### src/hdl/adtf_pkg.sv
package adtf_pkg;

  localparam int BYTE_W      = 8;
  localparam int IDX_OUT_W   = 5;
  localparam int VALUE_W     = 32;
  localparam int STATUS_W    = 2;
  localparam int INT_ACC_W   = 33;
  localparam int FRAC_ACC_W  = 30;
  localparam int FRAC_DIG_W  = 4;

  localparam int DEF_NUM_COEFFS      = 25;
  localparam int DEF_FRAC_BITS       = 8;
  localparam int DEF_MAX_FRAC_DIGITS = 9;

  localparam logic [BYTE_W-1:0] ASCII_LF    = 8'd10;
  localparam logic [BYTE_W-1:0] ASCII_PLUS  = 8'h2B;
  localparam logic [BYTE_W-1:0] ASCII_POINT = 8'h2E;
  localparam logic [BYTE_W-1:0] ASCII_ZERO  = 8'h30;
  localparam logic [BYTE_W-1:0] ASCII_NINE  = 8'h39;

  localparam logic [INT_ACC_W-1:0] INT_CAP = 33'h1_0000_0000;

  typedef enum logic [STATUS_W-1:0] {
    STATUS_OK        = 2'd0,
    STATUS_BAD_CHAR  = 2'd1,
    STATUS_SATURATED = 2'd2
  } status_t;

  typedef enum logic [1:0] {
    CS_IDLE,
    CS_DIVIDE,
    CS_ADD,
    CS_EMIT
  } ctrl_state_t;

  typedef struct packed {
    logic take_byte;
    logic start;
    logic div_step;
    logic sum;
    logic finish;
  } adtf_cmd_t;

  function automatic logic [FRAC_ACC_W-1:0] pow_ten(input logic [FRAC_DIG_W-1:0] n);
    logic [FRAC_ACC_W-1:0] p;
    case (n)
      4'd0:    p = 30'd1;
      4'd1:    p = 30'd10;
      4'd2:    p = 30'd100;
      4'd3:    p = 30'd1000;
      4'd4:    p = 30'd10000;
      4'd5:    p = 30'd100000;
      4'd6:    p = 30'd1000000;
      4'd7:    p = 30'd10000000;
      4'd8:    p = 30'd100000000;
      default: p = 30'd1000000000;
    endcase
    return p;
  endfunction

endpackage

### src/hdl/adtf_ctrl.sv
module adtf_ctrl #(
  parameter int FRAC_BITS = adtf_pkg::DEF_FRAC_BITS
) (
  input  logic                  clk,
  input  logic                  rst_n,
  input  logic                  in_valid,
  output logic                  in_ready,
  input  logic                  byte_is_lf,
  output logic                  out_valid,
  input  logic                  out_ready,
  output adtf_pkg::adtf_cmd_t   cmd
);
  import adtf_pkg::*;

  localparam int CNT_W = $clog2(FRAC_BITS + 2);

  ctrl_state_t      state_r, state_nxt;
  logic [CNT_W-1:0] cnt_r, cnt_nxt;
  logic             out_valid_r, out_valid_nxt;

  always_comb begin
    state_nxt = state_r;
    case (state_r)
      CS_IDLE: begin
        if (in_valid && byte_is_lf) state_nxt = CS_DIVIDE;
      end
      CS_DIVIDE: begin
        if (cnt_r == '0) state_nxt = CS_ADD;
      end
      CS_ADD: begin
        state_nxt = CS_EMIT;
      end
      CS_EMIT: begin
        if (!out_valid_r || out_ready) state_nxt = CS_IDLE;
      end
      default: begin
        state_nxt = CS_IDLE;
      end
    endcase
  end

  always_comb begin
    in_ready     = 1'b0;
    cmd          = '0;
    case (state_r)
      CS_IDLE: begin
        in_ready      = 1'b1;
        cmd.take_byte = in_valid && !byte_is_lf;
        cmd.start     = in_valid && byte_is_lf;
      end
      CS_DIVIDE: begin
        cmd.div_step = 1'b1;
      end
      CS_ADD: begin
        cmd.sum = 1'b1;
      end
      CS_EMIT: begin
        cmd.finish = !out_valid_r || out_ready;
      end
      default: begin
        cmd = '0;
      end
    endcase
  end

  always_comb begin
    cnt_nxt = cnt_r;
    if (cmd.start) begin
      cnt_nxt = CNT_W'(FRAC_BITS);
    end else if (cmd.div_step && cnt_r != '0) begin
      cnt_nxt = cnt_r - 1'b1;
    end
    out_valid_nxt = out_valid_r;
    if (cmd.finish) begin
      out_valid_nxt = 1'b1;
    end else if (out_ready) begin
      out_valid_nxt = 1'b0;
    end
  end

  always_ff @(posedge clk) begin
    if (!rst_n) begin
      state_r     <= CS_IDLE;
      cnt_r       <= '0;
      out_valid_r <= 1'b0;
    end else begin
      state_r     <= state_nxt;
      cnt_r       <= cnt_nxt;
      out_valid_r <= out_valid_nxt;
    end
  end

  assign out_valid = out_valid_r;

endmodule

### src/hdl/adtf_datapath.sv
module adtf_datapath #(
  parameter int NUM_COEFFS      = adtf_pkg::DEF_NUM_COEFFS,
  parameter int FRAC_BITS       = adtf_pkg::DEF_FRAC_BITS,
  parameter int MAX_FRAC_DIGITS = adtf_pkg::DEF_MAX_FRAC_DIGITS
) (
  input  logic                                  clk,
  input  logic                                  rst_n,
  input  adtf_pkg::adtf_cmd_t                   cmd,
  input  logic [adtf_pkg::BYTE_W-1:0]           in_rx_byte,
  output logic                                  byte_is_lf,
  output logic [adtf_pkg::IDX_OUT_W-1:0]        out_coeff_index,
  output logic signed [adtf_pkg::VALUE_W-1:0]   out_coeff_value,
  output logic [adtf_pkg::STATUS_W-1:0]         out_status
);
  import adtf_pkg::*;

  localparam int IDX_W  = (NUM_COEFFS > 1) ? $clog2(NUM_COEFFS) : 1;
  localparam int NUM_W  = FRAC_ACC_W + FRAC_BITS + 2;
  localparam int QUO_W  = FRAC_BITS + 1;
  localparam int MAG_W  = INT_ACC_W + FRAC_BITS + 1;
  localparam int IPROD_W = INT_ACC_W + 4;
  localparam int FPROD_W = FRAC_ACC_W + 4;

  localparam logic [MAG_W-1:0] POS_LIM = MAG_W'(33'h0_7FFF_FFFF);
  localparam logic [MAG_W-1:0] NEG_LIM = MAG_W'(33'h0_8000_0000);

  // line state
  logic [BYTE_W-1:0]     held_byte_r, held_byte_nxt;
  logic                  held_valid_r, held_valid_nxt;
  logic                  line_start_r, line_start_nxt;
  logic                  negative_r, negative_nxt;
  logic                  seen_point_r, seen_point_nxt;
  logic [INT_ACC_W-1:0]  int_acc_r, int_acc_nxt;
  logic [FRAC_ACC_W-1:0] frac_acc_r, frac_acc_nxt;
  logic [FRAC_DIG_W-1:0] frac_dig_r, frac_dig_nxt;
  logic                  bad_char_r, bad_char_nxt;
  logic [IDX_W-1:0]      next_idx_r, next_idx_nxt;

  // divider and result
  logic [NUM_W-1:0]      num_r, num_nxt;
  logic [NUM_W-1:0]      div_r, div_nxt;
  logic [QUO_W-1:0]      quo_r, quo_nxt;
  logic [MAG_W-1:0]      mag_r, mag_nxt;
  logic [IDX_OUT_W-1:0]  out_idx_r, out_idx_nxt;
  logic [VALUE_W-1:0]    out_value_r, out_value_nxt;
  status_t               out_status_r, out_status_nxt;

  logic [3:0]            digit;
  logic                  is_digit;
  logic [IPROD_W-1:0]    int_prod;
  logic [FPROD_W-1:0]    frac_prod;
  logic [FRAC_ACC_W-1:0] den;
  logic                  q_bit;
  logic [MAG_W-1:0]      mag_sat;
  logic                  sat;

  assign byte_is_lf = (in_rx_byte == ASCII_LF);

  assign digit     = 4'(held_byte_r - ASCII_ZERO);
  assign is_digit  = held_byte_r inside {[ASCII_ZERO:ASCII_NINE]};
  assign int_prod  = (IPROD_W'(int_acc_r) << 3) + (IPROD_W'(int_acc_r) << 1)
                     + IPROD_W'(digit);
  assign frac_prod = (FPROD_W'(frac_acc_r) << 3) + (FPROD_W'(frac_acc_r) << 1)
                     + FPROD_W'(digit);
  assign den       = pow_ten(frac_dig_r);
  assign q_bit     = (num_r >= div_r);

  always_comb begin
    if (negative_r) begin
      sat     = (mag_r > NEG_LIM);
      mag_sat = sat ? NEG_LIM : mag_r;
    end else begin
      sat     = (mag_r > POS_LIM);
      mag_sat = sat ? POS_LIM : mag_r;
    end
  end

  always_comb begin
    held_byte_nxt  = held_byte_r;
    held_valid_nxt = held_valid_r;
    line_start_nxt = line_start_r;
    negative_nxt   = negative_r;
    seen_point_nxt = seen_point_r;
    int_acc_nxt    = int_acc_r;
    frac_acc_nxt   = frac_acc_r;
    frac_dig_nxt   = frac_dig_r;
    bad_char_nxt   = bad_char_r;
    next_idx_nxt   = next_idx_r;
    num_nxt        = num_r;
    div_nxt        = div_r;
    quo_nxt        = quo_r;
    mag_nxt        = mag_r;
    out_idx_nxt    = out_idx_r;
    out_value_nxt  = out_value_r;
    out_status_nxt = out_status_r;

    if (cmd.take_byte) begin
      // the byte held since the last transfer is processed now
      if (held_valid_r) begin
        if (line_start_r) begin
          negative_nxt   = (held_byte_r != ASCII_PLUS);
          line_start_nxt = 1'b0;
        end else if (held_byte_r == ASCII_POINT && !seen_point_r) begin
          seen_point_nxt = 1'b1;
        end else if (!is_digit) begin
          bad_char_nxt = 1'b1;
        end else if (!seen_point_r) begin
          int_acc_nxt = (int_prod > IPROD_W'(INT_CAP)) ? INT_CAP
                                                       : int_prod[INT_ACC_W-1:0];
        end else if (frac_dig_r < FRAC_DIG_W'(MAX_FRAC_DIGITS)) begin
          frac_acc_nxt = frac_prod[FRAC_ACC_W-1:0];
          frac_dig_nxt = frac_dig_r + 1'b1;
        end
      end
      held_byte_nxt  = in_rx_byte;
      held_valid_nxt = 1'b1;
    end

    if (cmd.start) begin
      // rounded quotient: (2*frac*2^F + den) / (2*den)
      num_nxt = (NUM_W'(frac_acc_r) << (FRAC_BITS + 1)) + NUM_W'(den);
      div_nxt = NUM_W'(den) << (FRAC_BITS + 1);
      quo_nxt = '0;
    end

    if (cmd.div_step) begin
      if (q_bit) num_nxt = num_r - div_r;
      div_nxt = div_r >> 1;
      quo_nxt = QUO_W'({quo_r, q_bit});
    end

    if (cmd.sum) begin
      mag_nxt = (MAG_W'(int_acc_r) << FRAC_BITS) + MAG_W'(quo_r);
    end

    if (cmd.finish) begin
      out_idx_nxt   = IDX_OUT_W'(next_idx_r);
      out_value_nxt = negative_r ? VALUE_W'(MAG_W'(0) - mag_sat) : VALUE_W'(mag_sat);
      if (bad_char_r) begin
        out_status_nxt = STATUS_BAD_CHAR;
      end else if (sat) begin
        out_status_nxt = STATUS_SATURATED;
      end else begin
        out_status_nxt = STATUS_OK;
      end
      next_idx_nxt   = (next_idx_r == IDX_W'(NUM_COEFFS - 1)) ? '0 : next_idx_r + 1'b1;
      held_byte_nxt  = '0;
      held_valid_nxt = 1'b0;
      line_start_nxt = 1'b1;
      negative_nxt   = 1'b0;
      seen_point_nxt = 1'b0;
      int_acc_nxt    = '0;
      frac_acc_nxt   = '0;
      frac_dig_nxt   = '0;
      bad_char_nxt   = 1'b0;
    end
  end

  always_ff @(posedge clk) begin
    if (!rst_n) begin
      held_byte_r  <= '0;
      held_valid_r <= 1'b0;
      line_start_r <= 1'b1;
      negative_r   <= 1'b0;
      seen_point_r <= 1'b0;
      int_acc_r    <= '0;
      frac_acc_r   <= '0;
      frac_dig_r   <= '0;
      bad_char_r   <= 1'b0;
      next_idx_r   <= '0;
    end else begin
      held_byte_r  <= held_byte_nxt;
      held_valid_r <= held_valid_nxt;
      line_start_r <= line_start_nxt;
      negative_r   <= negative_nxt;
      seen_point_r <= seen_point_nxt;
      int_acc_r    <= int_acc_nxt;
      frac_acc_r   <= frac_acc_nxt;
      frac_dig_r   <= frac_dig_nxt;
      bad_char_r   <= bad_char_nxt;
      next_idx_r   <= next_idx_nxt;
    end
  end

  always_ff @(posedge clk) begin
    num_r        <= num_nxt;
    div_r        <= div_nxt;
    quo_r        <= quo_nxt;
    mag_r        <= mag_nxt;
    out_idx_r    <= out_idx_nxt;
    out_value_r  <= out_value_nxt;
    out_status_r <= out_status_nxt;
  end

  assign out_coeff_index = out_idx_r;
  assign out_coeff_value = out_value_r;
  assign out_status      = out_status_r;

endmodule

### src/hdl/ascii_decimal_to_fixed_point.sv
// ASCII decimal line to signed fixed-point converter. Bytes of text lines
// (sign, integer digits, optional '.', fraction digits, CR, LF) enter on the
// in_ channel; each LF produces one transfer on the out_ channel holding the
// value times 2^FRAC_BITS rounded half away from zero, saturated to 32 bits,
// the coefficient index (0..NUM_COEFFS-1, wrapping) and a status (ok, bad
// character, saturated). Bytes other than LF are taken back to back while
// idle. After an LF no byte is taken until the rounded fraction has come
// from a restoring divider that resolves one quotient bit per cycle,
// FRAC_BITS+1 bits in all, followed by an add and an output load. The
// output register lets bytes of the next line flow in while a result
// waits; the output load of a second LF waits until that result is taken.
module ascii_decimal_to_fixed_point #(
  parameter int NUM_COEFFS      = adtf_pkg::DEF_NUM_COEFFS,
  parameter int FRAC_BITS       = adtf_pkg::DEF_FRAC_BITS,
  parameter int MAX_FRAC_DIGITS = adtf_pkg::DEF_MAX_FRAC_DIGITS
) (
  input  logic                                  clk,
  input  logic                                  rst_n,
  input  logic                                  in_valid,
  output logic                                  in_ready,
  input  logic [adtf_pkg::BYTE_W-1:0]           in_rx_byte,
  output logic                                  out_valid,
  input  logic                                  out_ready,
  output logic [adtf_pkg::IDX_OUT_W-1:0]        out_coeff_index,
  output logic signed [adtf_pkg::VALUE_W-1:0]   out_coeff_value,
  output logic [adtf_pkg::STATUS_W-1:0]         out_status
);
  import adtf_pkg::*;

  adtf_cmd_t cmd;
  logic      byte_is_lf;

  adtf_ctrl #(
    .FRAC_BITS (FRAC_BITS)
  ) u_ctrl (
    .clk        (clk),
    .rst_n      (rst_n),
    .in_valid   (in_valid),
    .in_ready   (in_ready),
    .byte_is_lf (byte_is_lf),
    .out_valid  (out_valid),
    .out_ready  (out_ready),
    .cmd        (cmd)
  );

  adtf_datapath #(
    .NUM_COEFFS      (NUM_COEFFS),
    .FRAC_BITS       (FRAC_BITS),
    .MAX_FRAC_DIGITS (MAX_FRAC_DIGITS)
  ) u_datapath (
    .clk             (clk),
    .rst_n           (rst_n),
    .cmd             (cmd),
    .in_rx_byte      (in_rx_byte),
    .byte_is_lf      (byte_is_lf),
    .out_coeff_index (out_coeff_index),
    .out_coeff_value (out_coeff_value),
    .out_status      (out_status)
  );

endmodule

### config.mk
export PLATFORM = sky130hd
export DESIGN_NAME = ascii_decimal_to_fixed_point
export DESIGN_NICKNAME = d
export VERILOG_FILES = /design/src/hdl/adtf_pkg.sv /design/src/hdl/adtf_ctrl.sv /design/src/hdl/adtf_datapath.sv /design/src/hdl/ascii_decimal_to_fixed_point.sv
export SDC_FILE = /design/constraint.sdc
export NUM_CORES = 1
export LEC_CHECK = 0
export ABC_AREA = 0
export BUFFER_PORTS_ARGS = -buffer_cell sky130_fd_sc_hd__buf_4
export CAP_MARGIN = 20
export CORE_ASPECT_RATIO = 1.2
export CORE_MARGIN = 1.5
export CORE_UTILIZATION = 50
export CTS_CLUSTER_SIZE = 8
export DETAILED_ROUTE_END_ITERATION = 12
export PLACE_DENSITY = 0.66
export SLEW_MARGIN = 25
export SYNTH_ARGS = -nofsm -noshare
export SYNTH_HDL_FRONTEND = slang
export SYNTH_HIERARCHICAL = 1
export SYNTH_SLANG_ARGS = --single-unit
### constraint.sdc
create_clock -name clk -period 5.9 [get_ports clk]
set_clock_uncertainty 0.2 [all_clocks]
set_input_delay 0.295 -clock clk [delete_from_list [all_inputs] [get_ports clk]]
set_output_delay 0.295 -clock clk [all_outputs]
set_load 0.05 [all_outputs]
==> Flow_metrics.wiki, run 1 <==
{| class="wikitable"
! Metric !! Value
|-
| Run status || completed
|-
| DRC errors left || 0
|-
| Data required time of the critical path || 6160 ps
|-
| Max-cap violations || 0
|-
| Average routed wire per standard cell || 17.4 um
|-
| Critical-path maximum fanout || 26
|-
| Number of DRC markers after the initial detailed-route iteration || 939
|-
| Y dimension of the die || 219 um
|-
| Number of antenna cells inserted || 0
|-
| Number of clock buffers inserted by TritonCTS || 41
|-
| X dimension of the die || 183 um
|-
| Slew headroom || 41.7%
|-
| Area Overhead vs Synth || 10.9%
|-
| Clock tree from TritonCTS || yes
|-
| Total number of H-tree levels || 2
|-
| Yosys warning count || 6
|-
| Detailed placer's ending HPWL || 35,300 um
|-
| Row cnt || 79
|-
| Cell depth of the worst hold path || 6
|-
| Portion of the post-synthesis area used by sequential elements || 35.9%
|-
| Input/output buffers || 52
|-
| Number of cells on the worst reg-to-reg path || 16
|-
| Startpoint Class || flop
|-
| DR vias || 16,000
|-
| # fillers || 3,459
|-
| Number of antenna violations at the first check in global routing || 0
|-
| Post-route worst setup slack || 1470 ps
|-
| Worst Path Arrival || 4690 ps
|-
| Largest buffer count on any clock path || 3
|-
| Post-CTS Setup Inserts || 0
|-
| Final cycle utilization of the critical path || 75.1%
|-
| Count of final max-slew check failures || 0
|-
| Hold Violations, Final || 0
|-
| Highest attainable clock frequency || 226 MHz
|-
| Top post-synthesis cells by area || edfxtp_1, dfxtp_1, ha_1, a21oi_1, nand2_1
|-
| Clock transition at path regs || 50 ps
|-
| Number of vias per cell after detailed routing || 5.81
|-
| VDD IR-drop max || 0.246 mV
|-
| Net count of the mapped netlist || 2,412
|-
| Global-route wire length before repair || 78,500 um
|-
| Count of flip-flops with a built-in enable after synthesis || 129
|-
| Post-synthesis cell count || 2,198
|-
| Vias in the first global route || 15,800
|-
| DRT Pass-1 Iters || 5
|-
| Critical path capture point type || flop
|-
| Total wirelength of the detailed-routed design || 47,900 um
|-
| Core Box Area || 38,500 sq um
|-
| Final count of negative-setup-slack endpoints || 0
|-
| Worst Tran Pin Value || 874 ps
|-
| Net count reported at finish || 2,449
|-
| LEAKAGE || 9.65 nW
|-
| Critical Setup Path Class || flop to flop
|-
| Post-Synthesis Mean Instance Area || 8.85 sq um
|-
| Fraction of registers with async set/reset || 0%
|-
| Largest net degree at the start of global routing || 75
|-
| Overall routing resource usage || 24.1%
|-
| Number of distinct library cell variants in the gate-level netlist after synthesis || 103
|-
| Library cell occupying the most area in the post-synthesis netlist || edfxtp_1
|-
| Total global routing overflow || 0
|-
| Fraction of final layout cells with drive strength greater than 1 || 8.26%
|-
| Seq. cell area || 6980 sq um
|-
| Final GP Congestion || 0.932
|-
| Final min period || 4430 ps
|-
| Post-Route Setup TNS || 0 ps
|-
| Area share of the leading cell type in the synthesized netlist || 19.9%
|-
| Path class of the lowest-slack min-delay path || input pin to flop
|-
| Synth top cells by count || nand2_1, a21oi_1, ha_1
|-
| Area of the multi-input gates || 11,800 sq um
|-
| Clock insertion delay at the later pin of the skew report || 550 ps
|-
| Worst slack at placement || 1520 ps
|-
| Dominant register cell in the synthesized netlist || dfxtp_1
|-
| Fin util || 56.0%
|-
| Flip-flop and latch count after synthesis || 284
|-
| Buffer type at the clock tree root || clkbuf_16
|-
| Most repeated cell in the gate-level netlist after synthesis || nand2_1
|-
| Netlist Area Pre-Place || 19,500 sq um
|-
| Die Outline Area || 40,100 sq um
|-
| Initial Utilization || 50.5%
|-
| Ports placed on the boundary || 53
|-
| Antenna-violating nets left || 0
|-
| Number of clock sinks seen by CTS || 284
|-
| Power per cell area || 295 nW/um^2
|-
| RSZ-0062 raised after global routing || false
|}
layer usage:
| layer | wire length (um) | global-route usage (%) | share of wire, % |
|---|---|---|---|
| met5 | 0 | 0 | 0 |
| met4 | 1760 | 10.2 | 3.7 |
| met3 | 1640 | 2.69 | 3.4 |
| met2 | 23100 | 41.8 | 48 |
| met1 | 21400 | 30.3 | 45 |
cell type report:
type                       count  share of cell area [%]
multi-input combinational   1729                    54.6
sequential                   284                    32.3
tap                          486                    2.82
clock buffer                  70                    5.40
timing repair buffer          81                    3.00
inverter                      98                    1.70
clock inverter                 2                   0.180
state kept, by name, indices dropped and copies added, names as in the netlist:
name	cells
u_datapath/seen_point_r	1
u_datapath/out_coeff_value	32
u_datapath/next_idx_r	5
u_datapath/num_r	40
u_datapath/out_coeff_index	5
u_datapath/frac_acc_r	30
u_datapath/bad_char_r	1
u_datapath/negative_r	1
u_datapath/mag_r	42
u_datapath/held_valid_r	1
u_datapath/frac_dig_r	4
u_ctrl/out_valid	1
u_datapath/int_acc_r	33
u_ctrl/cnt_r	4
u_datapath/out_status	2
u_datapath/line_start_r	1
u_datapath/held_byte_r	8
u_datapath/den	23
u_datapath/quo_r	9
u_datapath/div_r	39
u_ctrl/state_r	2
layout by cell type (no fill, tap or decap), types with 64 or more instances in the layout:
| cell | n |
|---|---|
| xnor2_1 | 85 |
| nand2_1 | 263 |
| xor2_1 | 67 |
| a21oi_1 | 201 |
| a21o_1 | 64 |
| ha_1 | 194 |
| dfxtp_1 | 155 |
| inv_1 | 97 |
| o21ai_0 | 108 |
| nor2_1 | 160 |
| edfxtp_1 | 129 |
| buf_4 | 69 |
final timing paths:
check | from | to | slack [ps]
worst max-delay path | u_datapath/int_acc_r[2] | u_datapath/int_acc_r[27] | 1470
worst min register to register | u_datapath/quo_r[3] | u_datapath/mag_r[3] | 250
worst max register to register | u_datapath/int_acc_r[2] | u_datapath/int_acc_r[27] | 1470
worst min-delay path | out_ready | u_datapath/den[3] | 210
metrics by stage:
stage	total power [W]	instance area [sq um]	instances	hold slack [ps]
after detailed placement	0.00414	20300	2667	237
after floorplan	0.00380	19500	2198	213
after global placement	0.00412	20300	2667	228
final	0.00636	21600	2750	212
after global routing	0.00672	21600	2750	257
after CTS	0.00640	21600	2750	198
kinds of logic (layout without fill, tap and decap cells):
family,count (synthesis),count (layout),share of synthesized area (%)
AO/OA/AOI/OAI,585,585,19.2
XOR/XNOR,152,152,6.84
adder cells (fa/ha/maj),202,202,13.2
buffers and inverters,185,251,3.84
flip-flops,284,284,35.9
multiplexers,51,51,2.76
AND/OR/NAND/NOR,739,739,18.3
report_power, final:
| group | switching [W] | internal (W) |
|---|---|---|
| Clock | 0.000870 | 0.00134 |
| Sequential | 0.000102 | 0.00224 |
| Combinational | 0.00103 | 0.000782 |
| Total | 0.00200 | 0.00436 |
repair_timing:
item,in CTS,in global routing
resized for setup,0,0
hold buffers,11,0
hold endpoints to repair,21,0
worst max-delay path, cell delays in order (launching register included):
cell and delay, ps:
dfxtp_1 450, inv_1 90, fa_1 520, inv_1 80, fa_1 480, a211oi_1 310, o211ai_1 170, a21oi_1 200
o21ai_1 200, o21ba_2 300, nor2_4 170, o21ai_0 130, xor2_1 170, and4b_1 250, buf_4 280, nand2_2 180
o21ai_1 150
Power figures use the tool's default switching activity.
==> run 2, diff against run 1 <==
- PLACE_DENSITY: 0.66 -> 0.69
- clock period: 5.9 -> 3.9 ns (I/O delays scaled with it)
==> Flow_metrics.wiki, run 2 (synthesis gave the netlist of run 1 again) <==
{| class="wikitable"
! Metric !! Value
|-
| Register name with the most flops || u_datapath/mag_r (unchanged)
|-
| Row cnt || 79 (unchanged)
|-
| Number of DRC markers after the initial detailed-route iteration || 1,023 (was 939)
|-
| Number of clock sinks seen by CTS || 284 (unchanged)
|-
| Internal cell power || 0.00662 W (was 0.00436 W)
|-
| Largest buffer count on any clock path || 3 (unchanged)
|-
| Run status || completed (unchanged)
|-
| Highest attainable clock frequency || 262 MHz (was 226 MHz)
|-
| Critical-path maximum fanout || 6 (was 26)
|-
| VDD IR-drop max || 0.315 mV (was 0.246 mV)
|-
| Final design instance area without fill || 22,200 sq um (was 21,600 sq um)
|-
| Net count reported at finish || 2,515 (was 2,449)
|-
| Total wirelength of the detailed-routed design || 50,500 um (was 47,900 um)
|-
| Hold Violations, Final || 0 (unchanged)
|-
| Clock tree from TritonCTS || yes (unchanged)
|-
| Final cycle utilization of the critical path || 97.8% (was 75.1%)
|-
| X dimension of the die || 183 um (unchanged)
|-
| Fraction of final layout cells with drive strength greater than 1 || 11.7% (was 8.26%)
|-
| Average routed wire per standard cell || 17.9 um (was 17.4 um)
|-
| Clk pwr share || 34.4% (was 34.7%)
|-
| DR vias || 16,500 (was 16,000)
|-
| Worst slack at placement || 2.94 ps (was 1520 ps)
|-
| Critical path capture point type || flop (unchanged)
|-
| DRT Pass-1 Iters || 5 (unchanged)
|-
| Final min period || 3820 ps (was 4430 ps)
|-
| Path class of the lowest-slack min-delay path || input pin to flop (unchanged)
|-
| Final count of negative-setup-slack endpoints || 0 (unchanged)
|-
| Number of clock buffers inserted by TritonCTS || 41 (unchanged)
|-
| Most frequent standard cell in the layout excluding fill and tap cells || nand2_1 (unchanged)
|-
| Power per cell area || 436 nW/um^2 (was 295 nW/um^2)
|-
| LEAKAGE || 10.0 nW (was 9.65 nW)
|-
| Critical Setup Path Class || flop to flop (unchanged)
|-
| Worst Tran Pin Value || 880 ps (was 874 ps)
|-
| Core Box Area || 38,500 sq um (unchanged)
|-
| Post-route worst setup slack || 84.1 ps (was 1470 ps)
|-
| # fillers || 3,407 (was 3,459)
|-
| Clock insertion delay at the later pin of the skew report || 560 ps (was 550 ps)
|-
| Data required time of the critical path || 4190 ps (was 6160 ps)
|-
| Part of the power in registers || 36.5% (was 36.8%)
|-
| Count of final max-slew check failures || 0 (unchanged)
|-
| Global-route wire length before repair || 80,000 um (was 78,500 um)
|-
| Overall routing resource usage || 24.5% (was 24.1%)
|-
| Number of vias per cell after detailed routing || 5.85 (was 5.81)
|-
| Antenna-violating nets left || 0 (unchanged)
|-
| Cell area after placement || 20,700 sq um (was 20,300 sq um)
|-
| Largest net degree at the start of global routing || 50 (was 75)
|-
| Y dimension of the die || 219 um (unchanged)
|-
| Fraction of power spent switching nets || 31.7% (was 31.5%)
|-
| Startpoint Class || flop (unchanged)
|-
| Detailed placer's ending HPWL || 36,600 um (was 35,300 um)
|-
| Comb pwr share || 29.0% (was 28.5%)
|-
| Number of cells after detailed placement || 2,720 (was 2,667)
|-
| Final GP Congestion || 0.947 (was 0.932)
|-
| DRC errors left || 0 (unchanged)
|-
| Net switching power || 0.00307 W (was 0.00200 W)
|-
| Input/output buffers || 52 (unchanged)
|-
| Vias in the first global route || 16,100 (was 15,800)
|-
| Pwr Total || 0.00969 W (was 0.00636 W)
|-
| Clock transition at path regs || 50 ps (about the same)
|-
| Ports placed on the boundary || 53 (unchanged)
|-
| Slew headroom || 41.3% (was 41.7%)
|-
| Number of antenna violations at the first check in global routing || 0 (unchanged)
|-
| Max-cap violations || 0 (unchanged)
|-
| Worst Path Arrival || 4100 ps (was 4690 ps)
|-
| Commonest cells after routing, fill and taps aside || nand2_1, a21oi_1, ha_1 (unchanged)
|-
| Total number of H-tree levels || 2 (unchanged)
|-
| Area Overhead vs Synth || 14.3% (was 10.9%)
|-
| Total global routing overflow || 0 (unchanged)
|-
| Initial Utilization || 50.5% (unchanged)
|-
| Number of antenna cells inserted || 0 (unchanged)
|-
| Post-layout instance count excluding filler cells || 2,816 (was 2,750)
|-
| Die Outline Area || 40,100 sq um (unchanged)
|-
| Buffer type at the clock tree root || clkbuf_16 (unchanged)
|-
| Flip-flop count of the largest register after layout || 42 (unchanged)
|-
| Biggest regs || u_datapath/mag_r (42), u_datapath/num_r (40), u_datapath/div_r (39) (unchanged)
|}
-- run 2: metrics by stage --
stage	TNS [ps]	util, %	hold WS [ps]
after detailed placement	0	53.7	236
after global routing	-149	57.7	250
final	0	57.7	223
after floorplan	0	-	113
after global placement	0	53.6	236
after CTS	0	57.0	208
-- run 2: worst max-delay path, cell delays in order (launching register included) --
cell and delay, ps:
dfxtp_1 320, inv_1 60, fa_1 550, inv_2 60, fa_2 370, a211oi_2 280
o211ai_1 160, a21oi_2 230, o21ai_2 100, o21ba_4 250, nor2_4 100, o21ai_0 110
xor2_1 190, and4b_4 460, clkbuf_16 190, o21ai_1 60, nand2_1 70
-- run 2: layout make-up --
| cell class | instances | area (sq um) | share of cell area [%] |
|---|---|---|---|
| timing repair buffer | 147 | 1220 | 5.49 |
| inverter | 98 | 368 | 1.65 |
| multi-input combinational | 1729 | 11900 | 53.4 |
| sequential | 284 | 6980 | 31.4 |
| clock inverter | 3 | 41.3 | 0.186 |
| clock buffer | 69 | 1150 | 5.18 |
| tap | 486 | 608 | 2.73 |
-- run 2: worst paths after layout --
| check | from | end | slack, ps | cells past startpoint |
|---|---|---|---|---|
| worst min-delay path | out_ready | u_ctrl/state_r[0] | 220 | 4 |
| worst max register to register | u_datapath/int_acc_r[0] | u_datapath/int_acc_r[25] | 80 | 16 |
| worst min register to register | u_datapath/quo_r[3] | u_datapath/mag_r[3] | 250 | 0 |
| worst max-delay path | u_datapath/int_acc_r[0] | u_datapath/int_acc_r[25] | 80 | 16 |
-- run 2: what timing repair did --
item	4_1_cts	5_1_grt
endpoints found under the hold margin	21	0
hold buffers	11	0
pin swaps	0	11
resized for setup	1	26
cloned	0	5
setup buffers	0	8
endpoints found under the setup margin	8	58
-- run 2: metal layers --
layer	vias up	wire length [um]	global-route usage, %	part of all wire (%)
met5	-	0	0	0
met4	0	2230	11.2	4.4
met3	116	1820	2.87	3.6
met2	426	25100	43.2	50
met1	7803	21300	30.0	42
li1	8128	-	-	-
-- run 2: power groups by stage --
stage                     clock [W]  sequential, W  combinational [W]
after floorplan                   0        0.00354            0.00220
after global placement            0        0.00358            0.00266
after detailed placement          0        0.00359            0.00271
after CTS                   0.00340        0.00354            0.00275
after global routing        0.00353        0.00357            0.00313
final                       0.00334        0.00354            0.00281
==> run 3, diff against run 2 <==
- CTS_BUF_LIST: not set -> sky130_fd_sc_hd__clkbuf_2
==> Flow_metrics.wiki, run 3 (synthesis gave the netlist of run 1 again) <==
{| class="wikitable"
! Metric !! Value
|-
| Flip-flop count of the largest register after layout || 42 (unchanged)
|-
| # fillers || 3,476 (was 3,407)
|-
| Register name with the most flops || u_datapath/mag_r (unchanged)
|-
| Critical path capture point type || flop (unchanged)
|-
| Row cnt || 79 (unchanged)
|-
| Clock transition at path regs || 100 ps (was 50 ps)
|-
| Post-Route Setup TNS || 0 ps (unchanged)
|-
| Critical-path maximum fanout || 4 (was 6)
|-
| Core Box Area || 38,500 sq um (unchanged)
|-
| Data required time of the critical path || 4510 ps (was 4190 ps)
|-
| DR vias || 16,700 (was 16,500)
|-
| Overall routing resource usage || 24.7% (was 24.5%)
|-
| Vias in the first global route || 16,400 (was 16,100)
|-
| Biggest regs || u_datapath/mag_r (42), u_datapath/num_r (40), u_datapath/div_r (39) (unchanged)
|-
| Total number of H-tree levels || 3 (was 2)
|-
| Fraction of final layout cells with drive strength greater than 1 || 14.7% (was 11.7%)
|-
| Die Outline Area || 40,100 sq um (unchanged)
|-
| Highest attainable clock frequency || 263 MHz (was 262 MHz)
|-
| Area of the multi-input gates || 11,900 sq um (about the same)
|-
| Seq. cell area || 6980 sq um (unchanged)
|-
| Max-cap violations || 0 (unchanged)
|-
| Final cycle utilization of the critical path || 97.5% (was 97.8%)
|-
| VDD IR-drop max || 0.203 mV (was 0.315 mV)
|-
| Power per cell area || 389 nW/um^2 (was 436 nW/um^2)
|-
| Total global routing overflow || 0 (unchanged)
|-
| Post-route worst setup slack || 98.5 ps (was 84.1 ps)
|-
| Number of DRC markers after the initial detailed-route iteration || 1,022 (was 1,023)
|-
| Worst Tran Pin Value || 875 ps (was 880 ps)
|-
| Number of vias per cell after detailed routing || 5.73 (was 5.85)
|-
| Area Overhead vs Synth || 13.4% (was 14.3%)
|-
| Initial Utilization || 50.5% (unchanged)
|-
| Detailed placer's ending HPWL || 36,600 um (unchanged)
|-
| Number of clock buffers inserted by TritonCTS || 76 (was 41)
|-
| Hold slack || 134 ps (was 223 ps)
|-
| Antenna-violating nets left || 0 (unchanged)
|-
| Final count of negative-setup-slack endpoints || 0 (unchanged)
|-
| Number of antenna violations at the first check in global routing || 2 (was 0)
|-
| Largest net degree at the start of global routing || 50 (unchanged)
|-
| Slew headroom || 41.7% (was 41.3%)
|-
| Global-route wire length before repair || 80,400 um (was 80,000 um)
|-
| Commonest cells after routing, fill and taps aside || nand2_1, a21oi_1, ha_1 (unchanged)
|-
| Worst slack at placement || 2.94 ps (unchanged)
|-
| Count of final max-slew check failures || 0 (unchanged)
|-
| Clock insertion delay at the later pin of the skew report || 970 ps (was 560 ps)
|-
| LEAKAGE || 10.1 nW (was 10.0 nW)
|-
| Final GP Congestion || 0.947 (unchanged)
|-
| Most frequent standard cell in the layout excluding fill and tap cells || nand2_1 (unchanged)
|-
| Final design instance area without fill || 22,100 sq um (was 22,200 sq um)
|-
| Fin util || 57.2% (was 57.7%)
|-
| Clock tree from TritonCTS || yes (unchanged)
|-
| Input/output buffers || 52 (unchanged)
|-
| Final min period || 3800 ps (was 3820 ps)
|-
| Ports placed on the boundary || 53 (unchanged)
|-
| Buffer type at the clock tree root || clkbuf_2 (was clkbuf_16)
|-
| Startpoint Class || flop (unchanged)
|-
| Run status || completed (unchanged)
|-
| Total wirelength of the detailed-routed design || 50,700 um (was 50,500 um)
|-
| DRC errors left || 0 (unchanged)
|-
| Net count reported at finish || 2,579 (was 2,515)
|-
| Number of clock sinks seen by CTS || 284 (unchanged)
|-
| Largest buffer count on any clock path || 3 (unchanged)
|-
| Worst Path Arrival || 4410 ps (was 4100 ps)
|-
| Path class of the lowest-slack min-delay path || input pin to flop (unchanged)
|-
| Hold Violations, Final || 0 (unchanged)
|-
| Critical Setup Path Class || flop to flop (unchanged)
|-
| Y dimension of the die || 219 um (unchanged)
|-
| Average routed wire per standard cell || 17.4 um (was 17.9 um)
|-
| DRT Pass-1 Iters || 5 (unchanged)
|-
| Cell area after placement || 20,700 sq um (unchanged)
|-
| X dimension of the die || 183 um (unchanged)
|}
## run 3: changes by cell type in the layout (fill, tap and decap cells not counted), moves of 2 or more
| cell | before | now |
|---|---|---|
| nor3_1 | 61 | 59 |
| clkinvlp_4 | 0 | 2 |
| clkinv_1 | 1 | 17 |
| clkbuf_16 | 45 | 3 |
| nor3_2 | 2 | 4 |
| clkinv_4 | 0 | 2 |
| diode_2 | 0 | 3 |
| dlygate4sd3_1 | 11 | 38 |
| clkbuf_2 | 0 | 115 |
| clkbuf_1 | 27 | 0 |
| buf_4 | 128 | 131 |
## run 3: worst max-delay path, stage by stage (launching register included)
cell and delay (ps):
edfxtp_1 380, ha_1 220, fa_1 420, nor2b_1 140, o21ai_1 100, a21boi_2 220
o31ai_2 130, a32oi_4 260, o21ai_2 100, o21ai_1 170, a21oi_2 140, o41ai_4 370
buf_4 170, or3b_1 360, a311oi_2 290
## run 3: per-layer routing
layer / vias to the layer above / GRT usage (%) / routed length (um)
li1: 8303 / - / -
met1: 7894 / 29.7 / 21200
met2: 415 / 43.4 / 25500
met3: 102 / 3.98 / 2160
met4: 0 / 11.4 / 1770
met5: - / 0 / 0
## run 3: power by group
part	total [W]	internal [W]	switching, W	leakage (nW)
Combinational	0.00289	0.00128	0.00160	7.06
Sequential	0.00353	0.00337	0.000154	2.54
Clock	0.00218	0.000865	0.00131	0.542
## run 3: layout make-up
cell class | instances | area share [%]
multi-input combinational | 1729 | 53.8
sequential | 284 | 31.6
clock inverter | 25 | 0.658
clock buffer | 115 | 2.61
tap | 486 | 2.76
antenna | 3 | 0.0340
timing repair buffer | 176 | 6.81
inverter | 98 | 1.67
## run 3: repair_timing
item / in CTS / in global routing
endpoints found under the setup margin: 8 / 54
pin swaps: 1 / 14
setup buffers: 0 / 11
endpoints found under the hold margin: 122 / 0
hold buffers: 38 / 0
gates resized for setup: 1 / 31
gates cloned: 0 / 4
## run 3: through the flow
stage,instances,total power (W)
2_1_floorplan,2198,0.00575
3_3_place_gp,2720,0.00623
3_5_place_dp,2720,0.00630
4_1_cts,2898,0.00857
5_1_grt,2916,0.00919
6_report,2916,0.00859
## run 3: path summary, 6_finish.rpt
check	slack [ps]	cells past startpoint	startpoint	endpoint
setup / recovery	100	14	u_datapath/div_r[0]	u_datapath/num_r[39]
hold / removal	130	5	in_valid	u_ctrl/state_r[1]
setup reg to reg	100	14	u_datapath/div_r[0]	u_datapath/num_r[39]
hold reg to reg	250	0	u_datapath/quo_r[3]	u_datapath/mag_r[3]
